[config.mk]
export PLATFORM = sky130hd
export DESIGN_NAME = timer_tick_uart_transceiver
export DESIGN_NICKNAME = d
export VERILOG_FILES = /design/src/hdl/tut_pkg.sv /design/src/hdl/timer_tick_uart_transceiver.sv /design/src/hdl/tut_fifo_mem.sv /design/src/hdl/tut_engine.sv
export SDC_FILE = /design/constraint.sdc
export NUM_CORES = 1
export LEC_CHECK = 0
export ABC_AREA = 1
export BUFFER_PORTS_ARGS = -buffer_cell sky130_fd_sc_hd__buf_2
export CAP_MARGIN = 25
export CORE_ASPECT_RATIO = 0.8
export CORE_MARGIN = 2
export CORE_UTILIZATION = 57
export CTS_CLUSTER_DIAMETER = 150
export DETAILED_ROUTE_END_ITERATION = 8
export PLACE_DENSITY = 0.77
export SETUP_SLACK_MARGIN = 0.4
export SLEW_MARGIN = 10
export SYNTH_ARGS = -nofsm -noshare
export SYNTH_HDL_FRONTEND = slang
export SYNTH_SLANG_ARGS = --single-unit
[constraint.sdc]
create_clock -name aclk -period 2.7 [get_ports aclk]
set_input_delay 0 -clock aclk [delete_from_list [all_inputs] [get_ports aclk]]
set_output_delay 0 -clock aclk [all_outputs]
set_load 0.02 [all_outputs]
[src/hdl/tut_pkg.sv]
// Package for the tick-driven UART transceiver: sizes, register indexes,
// request and result layouts, engine handshake structs and a pointer helper.
// No dependencies.
`default_nettype none

package tut_pkg;

    localparam int CHAR_BITS  = 8;
    localparam int FIFO_DEPTH = 16;

    localparam int PTR_W      = (FIFO_DEPTH > 1) ? $clog2(FIFO_DEPTH) : 1;
    localparam int CNT_W      = $clog2(FIFO_DEPTH + 1);
    localparam int SH_IDX_W   = (CHAR_BITS > 1) ? $clog2(CHAR_BITS) : 1;
    localparam int BIT_IDX_W  = 4;
    localparam int TPB_W      = 7;
    localparam int RX_CD_W    = 8;
    localparam int TX_CD_W    = TPB_W;
    localparam int BYTE_W     = 8;
    localparam int FILL_W     = 5;

    // configuration port
    localparam int CFG_IDX_W  = 1;
    localparam int CFG_DATA_W = TPB_W;
    localparam logic [CFG_IDX_W-1:0] REG_TICKS_PER_BIT = 1'd0;
    localparam logic [CFG_IDX_W-1:0] REG_ENABLE        = 1'd1;

    // stream widths
    localparam int S_TDATA_W = 16;
    localparam int M_TDATA_W = 24;

    // request: first field in the highest bit
    typedef struct packed {
        logic              rx_clear;
        logic              rx_pop;
        logic [BYTE_W-1:0] tx_byte;
        logic              tx_push;
        logic              rx_level;
    } req_t;

    localparam int REQ_W = $bits(req_t);

    typedef struct packed {
        logic              tx_busy;
        logic              tx_overflow;
        logic              rx_overflow;
        logic [FILL_W-1:0] tx_fill;
        logic [FILL_W-1:0] rx_fill;
        logic              rx_byte_valid;
        logic [BYTE_W-1:0] rx_byte;
        logic              tx_level;
    } rsp_t;

    localparam int RSP_W = $bits(rsp_t);

    // top -> bit engines, per tick
    typedef struct packed {
        logic              rx_level;
        logic              tx_push;
        logic [BYTE_W-1:0] tx_byte;
        logic              tx_avail;
        logic [BYTE_W-1:0] tx_head;
    } eng_in_t;

    // bit engines -> top, per tick
    typedef struct packed {
        logic              rx_push;
        logic [BYTE_W-1:0] rx_data;
        logic              tx_take;
        logic              tx_queue;
        logic              line;
        logic              busy;
    } eng_out_t;

    function automatic logic [PTR_W-1:0] ptr_inc(input logic [PTR_W-1:0] p);
        return (p == PTR_W'(FIFO_DEPTH - 1)) ? '0 : p + 1'b1;
    endfunction

endpackage

`default_nettype wire

[src/hdl/timer_tick_uart_transceiver.sv]
// Top level of the tick-driven UART transceiver: stream handshake, FIFO
// pointers, config registers. Depends on tut_pkg, tut_fifo_mem, tut_engine.
//
//  port group   dir  width  contents
//  s_axis       in   16     one tick request: line level, push/byte, pop, clear
//  m_axis       out  24     one result per tick: line, popped byte, fills, flags
//  cfg          in   7      register writes, index 0 ticks_per_bit, 1 enable
//
//  One request per cycle unless m_tready stalls, one result per request.
//  A request is accepted while its FIFO entries are read from the byte
//  memories (registered read), and processed from the p1 stage into the output register.
//  The result goes through the p1 register and then the output register.
//  Reset empties both FIFOs and idles the engines; stored bytes are not cleared.
//  A stall on m_tready holds the pending request and stops s_tready.
`default_nettype none

module timer_tick_uart_transceiver (
    input  wire logic                            aclk,
    input  wire logic                            aresetn,
    input  wire logic                            s_tvalid,
    output logic                                 s_tready,
    // [0] rx_level, [1] tx_push, [9:2] tx_byte, [10] rx_pop, [11] rx_clear
    input  wire logic [tut_pkg::S_TDATA_W-1:0]   s_tdata,
    output logic                                 m_tvalid,
    input  wire logic                            m_tready,
    // [0] tx_level, [8:1] rx_byte, [9] rx_byte_valid, [14:10] rx_fill,
    // [19:15] tx_fill, [20] rx_overflow, [21] tx_overflow, [22] tx_busy
    output logic      [tut_pkg::M_TDATA_W-1:0]   m_tdata,
    input  wire logic                            cfg_wr_en,
    input  wire logic [tut_pkg::CFG_IDX_W-1:0]   cfg_index,
    input  wire logic [tut_pkg::CFG_DATA_W-1:0]  cfg_data
);
    import tut_pkg::*;

    logic [TPB_W-1:0] tpb_reg;
    logic             enable_reg;

    logic             p1_valid_reg, p1_valid_next;
    req_t             p1_req_reg;
    logic             out_valid_reg, out_valid_next;
    rsp_t             out_rsp_reg;
    rsp_t             rsp;

    logic             s_fire;
    logic             p1_fire;

    logic [PTR_W-1:0] rx_rd_reg, rx_rd_mid, rx_rd_next;
    logic [PTR_W-1:0] rx_wr_reg, rx_wr_mid, rx_wr_next;
    logic [CNT_W-1:0] rx_cnt_reg, rx_cnt_mid, rx_cnt_next;
    logic [PTR_W-1:0] tx_rd_reg, tx_rd_mid, tx_rd_next;
    logic [PTR_W-1:0] tx_wr_reg, tx_wr_next;
    logic [CNT_W-1:0] tx_cnt_reg, tx_cnt_mid, tx_cnt_next;

    logic              got_valid;
    logic              rx_we, tx_we;
    logic              rx_ovf, tx_ovf;
    logic [BYTE_W-1:0] rx_rd_data, tx_rd_data;

    eng_in_t  eng_in;
    eng_out_t eng_out;

    // config registers
    always_ff @(posedge aclk) begin
        if (!aresetn) begin
            tpb_reg    <= '0;
            enable_reg <= 1'b0;
        end else if (cfg_wr_en) begin
            case (cfg_index)
                REG_TICKS_PER_BIT: tpb_reg    <= cfg_data[TPB_W-1:0];
                REG_ENABLE:        enable_reg <= cfg_data[0];
                default: ;
            endcase
        end
    end

    // handshake
    assign p1_fire  = p1_valid_reg && (!out_valid_reg || m_tready);
    assign s_tready = !p1_valid_reg || p1_fire;
    assign s_fire   = s_tvalid && s_tready;

    always_comb begin
        p1_valid_next = p1_valid_reg;
        if (s_fire) begin
            p1_valid_next = 1'b1;
        end else if (p1_fire) begin
            p1_valid_next = 1'b0;
        end
        out_valid_next = out_valid_reg;
        if (p1_fire) begin
            out_valid_next = 1'b1;
        end else if (m_tready) begin
            out_valid_next = 1'b0;
        end
    end

    // engines
    assign eng_in.rx_level = p1_req_reg.rx_level;
    assign eng_in.tx_push  = p1_req_reg.tx_push;
    assign eng_in.tx_byte  = p1_req_reg.tx_byte;
    assign eng_in.tx_avail = (tx_cnt_reg != '0);
    assign eng_in.tx_head  = tx_rd_data;

    tut_engine u_engine (
        .aclk          (aclk),
        .aresetn       (aresetn),
        .step          (p1_fire),
        .enable        (enable_reg),
        .ticks_per_bit (tpb_reg),
        .eng_in        (eng_in),
        .eng_out       (eng_out)
    );

    // receive FIFO: host side first, then the receiver's push
    always_comb begin
        rx_rd_mid  = rx_rd_reg;
        rx_wr_mid  = rx_wr_reg;
        rx_cnt_mid = rx_cnt_reg;
        got_valid  = 1'b0;
        if (p1_req_reg.rx_clear) begin
            rx_rd_mid  = '0;
            rx_wr_mid  = '0;
            rx_cnt_mid = '0;
        end else if (p1_req_reg.rx_pop && (rx_cnt_reg != '0)) begin
            rx_rd_mid  = ptr_inc(rx_rd_reg);
            rx_cnt_mid = rx_cnt_reg - 1'b1;
            got_valid  = 1'b1;
        end
        rx_we       = 1'b0;
        rx_ovf      = 1'b0;
        rx_wr_next  = rx_wr_mid;
        rx_cnt_next = rx_cnt_mid;
        if (eng_out.rx_push) begin
            if (rx_cnt_mid >= CNT_W'(FIFO_DEPTH)) begin
                rx_ovf = 1'b1;
            end else begin
                rx_we       = 1'b1;
                rx_wr_next  = ptr_inc(rx_wr_mid);
                rx_cnt_next = rx_cnt_mid + 1'b1;
            end
        end
        rx_rd_next = rx_rd_mid;
        if (!p1_fire) begin
            rx_rd_next  = rx_rd_reg;
            rx_wr_next  = rx_wr_reg;
            rx_cnt_next = rx_cnt_reg;
            rx_we       = 1'b0;
        end
    end

    // transmit FIFO: engine take first, then the queued push
    always_comb begin
        tx_rd_mid  = tx_rd_reg;
        tx_cnt_mid = tx_cnt_reg;
        if (eng_out.tx_take) begin
            tx_rd_mid  = ptr_inc(tx_rd_reg);
            tx_cnt_mid = tx_cnt_reg - 1'b1;
        end
        tx_we       = 1'b0;
        tx_ovf      = 1'b0;
        tx_wr_next  = tx_wr_reg;
        tx_cnt_next = tx_cnt_mid;
        if (eng_out.tx_queue) begin
            if (tx_cnt_mid >= CNT_W'(FIFO_DEPTH)) begin
                tx_ovf = 1'b1;
            end else begin
                tx_we       = 1'b1;
                tx_wr_next  = ptr_inc(tx_wr_reg);
                tx_cnt_next = tx_cnt_mid + 1'b1;
            end
        end
        tx_rd_next = tx_rd_mid;
        if (!p1_fire) begin
            tx_rd_next  = tx_rd_reg;
            tx_wr_next  = tx_wr_reg;
            tx_cnt_next = tx_cnt_reg;
            tx_we       = 1'b0;
        end
    end

    // heads are read at accept, from the pointers left by the request ahead
    tut_fifo_mem u_rx_mem (
        .aclk    (aclk),
        .wr_en   (rx_we),
        .wr_addr (rx_wr_mid),
        .wr_data (eng_out.rx_data),
        .rd_en   (s_fire),
        .rd_addr (rx_rd_next),
        .rd_data (rx_rd_data)
    );

    tut_fifo_mem u_tx_mem (
        .aclk    (aclk),
        .wr_en   (tx_we),
        .wr_addr (tx_wr_reg),
        .wr_data (p1_req_reg.tx_byte),
        .rd_en   (s_fire),
        .rd_addr (tx_rd_next),
        .rd_data (tx_rd_data)
    );

    always_comb begin
        rsp.tx_level      = eng_out.line;
        rsp.rx_byte       = got_valid ? rx_rd_data : '0;
        rsp.rx_byte_valid = got_valid;
        rsp.rx_fill       = FILL_W'(rx_cnt_next);
        rsp.tx_fill       = FILL_W'(tx_cnt_next);
        rsp.rx_overflow   = rx_ovf;
        rsp.tx_overflow   = tx_ovf;
        rsp.tx_busy       = eng_out.busy;
    end

    always_ff @(posedge aclk) begin
        if (!aresetn) begin
            p1_valid_reg  <= 1'b0;
            out_valid_reg <= 1'b0;
            rx_rd_reg     <= '0;
            rx_wr_reg     <= '0;
            rx_cnt_reg    <= '0;
            tx_rd_reg     <= '0;
            tx_wr_reg     <= '0;
            tx_cnt_reg    <= '0;
        end else begin
            p1_valid_reg  <= p1_valid_next;
            out_valid_reg <= out_valid_next;
            rx_rd_reg     <= rx_rd_next;
            rx_wr_reg     <= rx_wr_next;
            rx_cnt_reg    <= rx_cnt_next;
            tx_rd_reg     <= tx_rd_next;
            tx_wr_reg     <= tx_wr_next;
            tx_cnt_reg    <= tx_cnt_next;
        end
    end

    always_ff @(posedge aclk) begin
        if (s_fire) begin
            p1_req_reg <= req_t'(s_tdata[REQ_W-1:0]);
        end
        if (p1_fire) begin
            out_rsp_reg <= rsp;
        end
    end

    assign m_tvalid = out_valid_reg;
    assign m_tdata  = M_TDATA_W'(out_rsp_reg);

    // checks
    a_fill_bounds: assert property (@(posedge aclk) disable iff (!aresetn)
        (rx_cnt_reg <= CNT_W'(FIFO_DEPTH)) && (tx_cnt_reg <= CNT_W'(FIFO_DEPTH)))
        else $error("FIFO count beyond depth");

    a_take_needs_data: assert property (@(posedge aclk) disable iff (!aresetn)
        (p1_fire && eng_out.tx_take) |-> (tx_cnt_reg != '0))
        else $error("transmit engine took from an empty FIFO");

    a_stall_holds: assert property (@(posedge aclk) disable iff (!aresetn)
        (p1_valid_reg && !p1_fire) |=> p1_valid_reg)
        else $error("pending request lost during stall");

    a_idle_line_high: assert property (@(posedge aclk) disable iff (!aresetn)
        (p1_fire && !enable_reg) |=> (out_valid_reg && out_rsp_reg.tx_level))
        else $error("line not high while disabled");

    a_ptr_consistent: assert property (@(posedge aclk) disable iff (!aresetn)
        (rx_cnt_reg == '0) |-> (rx_rd_reg == rx_wr_reg))
        else $error("empty receive FIFO with unequal pointers");

endmodule

`default_nettype wire

[src/hdl/tut_fifo_mem.sv]
// Byte store for one FIFO: single write port, single registered read port.
// A read of the entry written in the same cycle returns the new byte.
// Depends on tut_pkg.
`default_nettype none

module tut_fifo_mem (
    input  wire logic                      aclk,
    input  wire logic                      wr_en,
    input  wire logic [tut_pkg::PTR_W-1:0] wr_addr,
    input  wire logic [tut_pkg::BYTE_W-1:0] wr_data,
    input  wire logic                      rd_en,
    input  wire logic [tut_pkg::PTR_W-1:0] rd_addr,
    output logic      [tut_pkg::BYTE_W-1:0] rd_data
);
    import tut_pkg::*;

    logic [BYTE_W-1:0] mem [FIFO_DEPTH];

    always_ff @(posedge aclk) begin
        if (wr_en) begin
            mem[wr_addr] <= wr_data;
        end
    end

    always_ff @(posedge aclk) begin
        if (rd_en) begin
            if (wr_en && (wr_addr == rd_addr)) begin
                rd_data <= wr_data;
            end else begin
                rd_data <= mem[rd_addr];
            end
        end
    end

endmodule

`default_nettype wire

[src/hdl/tut_engine.sv]
// Receive and transmit bit engines; one step per accepted tick.
// FIFO bookkeeping stays in the top level. Depends on tut_pkg.
`default_nettype none

module tut_engine (
    input  wire logic                     aclk,
    input  wire logic                     aresetn,
    input  wire logic                     step,
    input  wire logic                     enable,
    input  wire logic [tut_pkg::TPB_W-1:0] ticks_per_bit,
    input  wire tut_pkg::eng_in_t         eng_in,
    output tut_pkg::eng_out_t             eng_out
);
    import tut_pkg::*;

    localparam logic [1:0] PH_IDLE = 2'd0;
    localparam logic [1:0] PH_DATA = 2'd1;
    localparam logic [1:0] PH_STOP = 2'd2;

    logic                 rx_active_reg, rx_active_next;
    logic [RX_CD_W-1:0]   rx_cd_reg, rx_cd_next;
    logic [BIT_IDX_W-1:0] rx_idx_reg, rx_idx_next;
    logic [CHAR_BITS-1:0] rx_shift_reg, rx_shift_next;

    logic [1:0]           tx_phase_reg, tx_phase_next;
    logic [TX_CD_W-1:0]   tx_cd_reg, tx_cd_next;
    logic [BIT_IDX_W-1:0] tx_idx_reg, tx_idx_next;
    logic [CHAR_BITS-1:0] tx_shift_reg, tx_shift_next;
    logic                 line_reg, line_next;

    logic [TPB_W-1:0]     t_eff;
    logic                 rx_push;
    logic                 tx_take;
    logic                 tx_queue;

    assign t_eff = (ticks_per_bit == '0) ? TPB_W'(1) : ticks_per_bit;

    // receiver
    always_comb begin
        rx_active_next = rx_active_reg;
        rx_cd_next     = rx_cd_reg;
        rx_idx_next    = rx_idx_reg;
        rx_shift_next  = rx_shift_reg;
        rx_push        = 1'b0;
        if (!enable) begin
            rx_active_next = 1'b0;
            rx_cd_next     = '0;
            rx_idx_next    = '0;
            rx_shift_next  = '0;
        end else if (!rx_active_reg) begin
            if (!eng_in.rx_level) begin
                // wait 1.25 bit periods to land a quarter into the first data bit
                rx_active_next = 1'b1;
                rx_cd_next     = RX_CD_W'(t_eff) + RX_CD_W'(t_eff >> 2);
                rx_idx_next    = '0;
                rx_shift_next  = '0;
            end
        end else if (rx_cd_reg > RX_CD_W'(1)) begin
            rx_cd_next = rx_cd_reg - 1'b1;
        end else if (rx_idx_reg < BIT_IDX_W'(CHAR_BITS)) begin
            if (eng_in.rx_level) begin
                rx_shift_next[rx_idx_reg[SH_IDX_W-1:0]] = 1'b1;
            end
            rx_idx_next = rx_idx_reg + 1'b1;
            rx_cd_next  = RX_CD_W'(t_eff);
        end else begin
            rx_push        = 1'b1;
            rx_active_next = 1'b0;
            rx_cd_next     = '0;
            rx_idx_next    = '0;
            rx_shift_next  = '0;
        end
    end

    // transmitter
    always_comb begin
        tx_phase_next = tx_phase_reg;
        tx_cd_next    = tx_cd_reg;
        tx_idx_next   = tx_idx_reg;
        tx_shift_next = tx_shift_reg;
        line_next     = line_reg;
        tx_take       = 1'b0;
        tx_queue      = 1'b0;
        if (!enable) begin
            tx_phase_next = PH_IDLE;
            tx_cd_next    = '0;
            tx_idx_next   = '0;
            tx_shift_next = '0;
            line_next     = 1'b1;
            tx_queue      = eng_in.tx_push;
        end else begin
            if (tx_phase_reg != PH_IDLE) begin
                if (tx_cd_reg > TX_CD_W'(1)) begin
                    tx_cd_next = tx_cd_reg - 1'b1;
                end else if (tx_phase_reg == PH_DATA) begin
                    if (tx_idx_reg <= BIT_IDX_W'(CHAR_BITS)) begin
                        line_next     = tx_shift_reg[0];
                        tx_shift_next = tx_shift_reg >> 1;
                        tx_idx_next   = tx_idx_reg + 1'b1;
                        tx_cd_next    = t_eff;
                    end else begin
                        line_next     = 1'b1;
                        tx_phase_next = PH_STOP;
                        tx_cd_next    = t_eff;
                    end
                end else begin
                    // stop phase; unused code 3 ends the same way
                    tx_phase_next = PH_IDLE;
                    tx_cd_next    = '0;
                    tx_idx_next   = '0;
                    line_next     = 1'b1;
                end
            end
            if ((tx_phase_next == PH_IDLE) && eng_in.tx_avail) begin
                tx_take       = 1'b1;
                tx_shift_next = eng_in.tx_head[CHAR_BITS-1:0];
                line_next     = 1'b0;
                tx_idx_next   = BIT_IDX_W'(1);
                tx_cd_next    = t_eff;
                tx_phase_next = PH_DATA;
            end
            if (eng_in.tx_push) begin
                if (tx_phase_next == PH_IDLE) begin
                    tx_shift_next = eng_in.tx_byte[CHAR_BITS-1:0];
                    line_next     = 1'b0;
                    tx_idx_next   = BIT_IDX_W'(1);
                    tx_cd_next    = t_eff;
                    tx_phase_next = PH_DATA;
                end else begin
                    tx_queue = 1'b1;
                end
            end
        end
    end

    always_ff @(posedge aclk) begin
        if (!aresetn) begin
            rx_active_reg <= 1'b0;
            rx_cd_reg     <= '0;
            rx_idx_reg    <= '0;
            rx_shift_reg  <= '0;
            tx_phase_reg  <= PH_IDLE;
            tx_cd_reg     <= '0;
            tx_idx_reg    <= '0;
            tx_shift_reg  <= '0;
            line_reg      <= 1'b1;
        end else if (step) begin
            rx_active_reg <= rx_active_next;
            rx_cd_reg     <= rx_cd_next;
            rx_idx_reg    <= rx_idx_next;
            rx_shift_reg  <= rx_shift_next;
            tx_phase_reg  <= tx_phase_next;
            tx_cd_reg     <= tx_cd_next;
            tx_idx_reg    <= tx_idx_next;
            tx_shift_reg  <= tx_shift_next;
            line_reg      <= line_next;
        end
    end

    assign eng_out.rx_push  = rx_push;
    assign eng_out.rx_data  = BYTE_W'(rx_shift_reg);
    assign eng_out.tx_take  = tx_take;
    assign eng_out.tx_queue = tx_queue;
    assign eng_out.line     = line_next;
    assign eng_out.busy     = (tx_phase_next != PH_IDLE);

endmodule

`default_nettype wire

Yosys cells after proc, flatten, opt, wreduce, memory -nomap -nowiden
Memories as Yosys holds them, arrays and structs flattened. A register that Yosys moved wholly into a read port is not among the register bits.
Cells that the tools add are included.
{ "word_totals": {"output_inout_bits": 26, "in_bits": 29, "n_memories": 2, "ram_bits": 256, "ff_bits": 114} }
{ "mem_list": {"columns": ["name", "depth", "word_bits", "read_ports", "rd_clocked_by_memory_dff", "wr", "line_no", "source"], "rows": [
  ["u_rx_mem.mem", 16, 8, 1, 1, 1, "tut_fifo_mem.sv:17", "logic [BYTE_W-1:0] mem [FIFO_DEPTH];"],
  ["u_tx_mem.mem", 16, 8, 1, 1, 1, "tut_fifo_mem.sv:17", null]
]} }
{ "op_classes": {"order_cmp": 8, "reduce_logical": 24, "eq_ne": 8, "muxes": 113, "n_addsub": 13, "bitwise": 3} }
{ "ops": {"columns": ["operator", "n"], "rows": [
  ["$mux W8", 18],
  ["$mux W4", 25],
  ["$mux W7", 9],
  ["$mux W5", 9],
  ["$mux W1", 41],
  ["$add A4 B1 Y4 const B", 6],
  ["$mux W2", 10],
  ["$eq A4 B4 Y1 const B", 4],
  ["$add A5 B1 Y5 const B", 2],
  ["$ge A5 B5 Y1 const B", 2],
  ["$reduce_bool A5 Y1", 2],
  ["$sub A5 B1 Y5 const B", 2],
  ["$add A7 B5 Y8", 1],
  ["$gt A8 B1 Y1 const B", 1],
  ["$or A8 B8 Y8", 1],
  ["$reduce_bool A2 Y1", 4],
  ["$sub A8 B1 Y8 const B", 1],
  ["$gt A7 B1 Y1 const B", 1],
  ["$logic_not A7 Y1", 1],
  ["$sub A7 B1 Y7 const B", 1],
  ["$reduce_and A2 Y1", 3],
  ["$reduce_and A3 Y1", 2],
  ["$logic_and A1 B1 Y1", 5],
  ["$le A4 B4 Y1 const B", 1],
  ["other kinds (13)", 17]
]} }

Logic depth before layout (Yosys ltp)
{ "depth": {"ltp_word": 18, "mapped_depth": 20} }

Modules after synthesis
A second synthesis with hierarchy kept.
{ "unflattened": {"hier_cells": 2059, "hier_area_um2": 18448.9} }
{ "modules_own_cells": {"columns": ["mod", "cells_per_inst", "n_inst", "area_each_um2"], "rows": [
  ["tut_fifo_mem", 585, 2, 6002.0],
  ["timer_tick_uart_transceiver", 377, 1, 3271.9],
  ["tut_engine", 512, 1, 3173.0]
]} }

Worst setup path before layout
Ideal clock, no wire load.
{ "synth_path": {"path_type": "reg2reg", "startpoint": "reg u_engine.tx_cd_reg[1]", "endpoint": "mem u_tx_mem.mem[0][0] (enable)", "arrival_ns": 2.263, "path_slack_ns": 0.067, "stages_incl_launch_ff": 17, "setup_time_ns": 0.370, "path_cell_list": "dfxtp_1 > inv_1 > ha_1 > inv_1 > nor2_1 > nand3_1 > nand2_2 > nand2_2 > nand2_1 > nand2_1 > nand4_1 > nand2_2 > nor2_2 > nand2_2 > inv_1 > nand2_1 > nor2_1"} }
{ "synth_via": {"elab_chain_len": 16} }
{ "synth_lines": {"columns": ["element", "line_no", "source"], "rows": [
  ["start: declaration", "tut_engine.sv:26", "logic [TX_CD_W-1:0] tx_cd_reg, tx_cd_next;"],
  ["start signal: assignment", "tut_engine.sv:153", "tx_cd_reg <= tx_cd_next;"],
  ["$gt A7 B1 Y1 (*)", "tut_engine.sv:93", "if (tx_cd_reg > TX_CD_W'(1)) begin"],
  ["$mux W2 (*)", "tut_engine.sv:93", null],
  ["$mux W2 (*)", "tut_engine.sv:92", "if (tx_phase_reg != PH_IDLE) begin"],
  ["$mux W2 (*)", "tut_engine.sv:84", "if (!enable) begin"],
  ["parallel branches: the longest is 8 deep, another holds $ge A5 B5 Y1", null, null],
  ["$mux W1 (*)", "timer_tick_uart_transceiver.sv:162", "if (eng_out.tx_queue) begin"],
  ["$mux W1 (*)", "timer_tick_uart_transceiver.sv:172", "if (!p1_fire) begin"],
  ["$mux W1 (*)", "tut_fifo_mem.sv:20", "if (wr_en) begin"],
  ["$mux W1 (not written as such) (*)", "tut_fifo_mem.sv:21", "mem[wr_addr] <= wr_data;"],
  ["end: declaration", "tut_fifo_mem.sv:17", null]
]} }
Every way passes the cells marked *. The select of a mux whose other input is x is not followed.

==> flow_summary.ini <==
[run_status]
violations = setup timing
status = complete, but fails checks

[grt]
grt_pass1_wl_um = 84700
grt_antenna_before_repair = 0
grt_max_degree = 41
grt_pass1_vias = 15600
globalRouteTotalUtil = 0.324
top_usage_layer = met2
met3_usage = 0.0744
grt-ovfl-total = 0
grt_use_met2 = 0.525
grtUsageMet1 = 0.422

[cells_and_area]
insertedDiodeCount = 0
drive_gt1_frac = 0.272
layout.cells.non_filler = 2681
nets = 2280
area_growth_pct = 33.8
nFillCells = 1703

[logic_synthesis]
async_reset_ff_frac = 0
syn_area_per_cell_sq_um = 9.30
postSynthCellCount = 1992
synth_nets = 2049
synth_flop_cell = edfxtp_1
syn_area_sq_um = 18500
synth-edff-count = 307
yosysUniqueCellTypes = 51
ys_seq_elements = 386
yosysWarnings = 0
synth-seq-area-share = 0.583

[route]
drc = 0
dr.pass1.iters = 8
ant_nets = 0
vias_per_cell = 6.28
vias = 16800
wl_um = 62800
drt_iter0_drc = 2623
wl_per_cell_um = 23.4

[timing]
setup_viol = 2
period_needed_ps = 2770
period_share = 1.03
skew_ps = 50.5
hold_viol = 0
rsz0062_at_grt = yes
maxSlewViolCount = 0
tightest_slew_ps = 991
final.setup.worst_slack_ps = -67.5
max_freq_mhz = 361
relSlewSlack = 0.338

[placement]
dp_hpwl_um = 28700
place_congestion = 0.949
portBuffers = 49
dp_cells = 2441

[power]
leakagePower_nw = 10.1
power_density_nw_per_um2 = 542
vdd_drop_max_mv = 0.584
power.total_mw = 13.4

[critical_path]
start_kind = flop
arrival_ps = 3220
end_kind = flop
cp_data_required_time_ps = 3150
cp_max_fo = 6
worstSetupPathType = flop to flop

[clocking]
cts_max_path_buffers = 3
ctsHtreeMaxLevel = 2
cts-buffers-inserted = 40
insertion_delay_ps = 580
root_buffer = clkbuf_16
cts_tree = yes
clk_pin_slew_ps = 60
cts_sinks = 386

[die]
top_level_ports = 55
start_util = 0.574
die_w_um = 206
die_area_sq_um = 34000
die_h_um = 165
row_count = 59
core-area_sq_um = 32300

[worst_hold_path]
hold_path.class = primary input to flop

[flow_run]
cap_violations = 0
==> per-stage QoR <==
stage | hold WS [ps] | setup slack, ps | cell area (sq um) | setup TNS, ps | util
finish | 156 | -67.5 | 24800 | -84.9 | 0.768
global route | 168 | -73.9 | 24800 | -115 | 0.768
CTS | 147 | 287 | 23600 | 0 | 0.732
detailed placement | 178 | 39.1 | 19700 | 0 | 0.612
global placement | 176 | 56.2 | 19700 | 0 | 0.612
floorplan | 98.9 | 367 | 18800 | 0 | -
==> layout make-up <==
class,count,area (sq um),share of cell area
multi-input cells,1207,7840,0.316
clock inverters,18,179,0.00722
clock buffers,55,1140,0.0460
inverters,319,1250,0.0504
flip-flops and latches,386,10800,0.437
well taps,427,534,0.0216
repair buffers,269,3010,0.122
==> final timing paths <==
path	startpoint	slack, ps	end	cells past startpoint
min reg2reg	u_engine.tx_shift_reg[1]	470	u_engine.tx_shift_reg[1]	2
min	s_tdata[11]	160	p1_req_reg[11]	2
max reg2reg	rx_cnt_reg[1]	-70	rx_cnt_reg[4]	17
max	rx_cnt_reg[1]	-70	rx_cnt_reg[4]	17
==> synthesized netlist by cell type (2+ instances only) <==
cell type,n,area share
o21ai_2,2,0.00095
xor2_1,17,0.0080
nor3_1,13,0.0035
buf_4,4,0.0016
nor2_4,3,0.0018
o21ai_0,61,0.016
a211oi_1,3,0.0012
nor2_2,4,0.0014
nand3_1,313,0.085
a21oi_1,78,0.021
xnor2_1,3,0.0014
or2_2,4,0.0014
inv_2,5,0.0010
clkinv_1,3,0.00061
o221ai_1,3,0.0014
buf_1,5,0.0010
nor2_1,116,0.024
edfxtp_1,307,0.50
clkbuf_1,39,0.0079
nand3b_1,75,0.030
nand3_2,3,0.0016
dfxtp_1,79,0.085
o211ai_1,18,0.0073
buf_2,32,0.0086
o41ai_1,2,0.00095
nand2_1,406,0.082
a31oi_1,6,0.0020
nand2_2,10,0.0034
inv_1,311,0.063
ha_1,27,0.018
nand4_1,19,0.0064
o21ai_1,2,0.00054
==> report_power, final <==
part / internal [mW] / switching, mW / total (mW)
clock network: 3.25 / 2.44 / 5.69
logic: 0.438 / 0.699 / 1.14
registers: 6.47 / 0.118 / 6.59
total: 10.2 / 3.26 / 13.4
==> kinds of logic (layout without fill, tap and decap cells) <==
logic type	Yosys count	count (layout)	share of synthesized area
and+or+nand+nor	972	972	0.245
buffers and inverters	399	661	0.0839
DFF	386	386	0.583
AOI/OAI and AO/OA	184	184	0.0568
adders and majority gates	28	28	0.0193
xor gates and xnor gates	22	22	0.0118
other	1	1	0.000203
==> layer usage <==
layer	share of wire	vias to the layer above
met5	0	-
met4	0.057	0
met3	0.12	372
met2	0.46	1406
met1	0.36	7920
li1	-	7132
==> critical path, cell delays in order, from the launching register on <==
cell     delay (ps)
dfxtp_2         350
inv_4            50
ha_4            150
inv_2            60
nor3_2           40
nand2_1         100
nand2_2          90
buf_6           160
o21ai_0         190
nand2_1         110
nor2_1          300
nand4_1         180
ha_2            210
a21oi_2         110
o21ai_1          90
o21ai_1         160
inv_1            90
nor2_1          170
==> cells in the final DEF (no fill, tap or decap), drive strengths merged, types with 4 or more instances in the layout <==
master,synthesis,final
nor2,124,124
nand3,317,317
dfxtp,79,79
xor2,19,19
o211ai,19,19
a21oi,78,78
clkbuf,39,61
dlygate4sd3,0,40
clkinv,3,14
a31oi,7,7
buf,41,223
inv,316,319
o21ai,65,65
nor3,15,15
or2,4,4
nand2,416,416
nand4,20,20
edfxtp,307,307
ha,27,27
nand3b,75,75
==> repair_timing <==
action                                 in CTS  in global routing
resized for setup                         226                192
hold buffers                               40                  0
pin swaps                                  73                 95
setup buffers                              73                 31
endpoints found under the hold margin      29                  0
setup endpoints to repair                 297                336
cloned                                     16                  7
(Power assumes the default switching activity.)
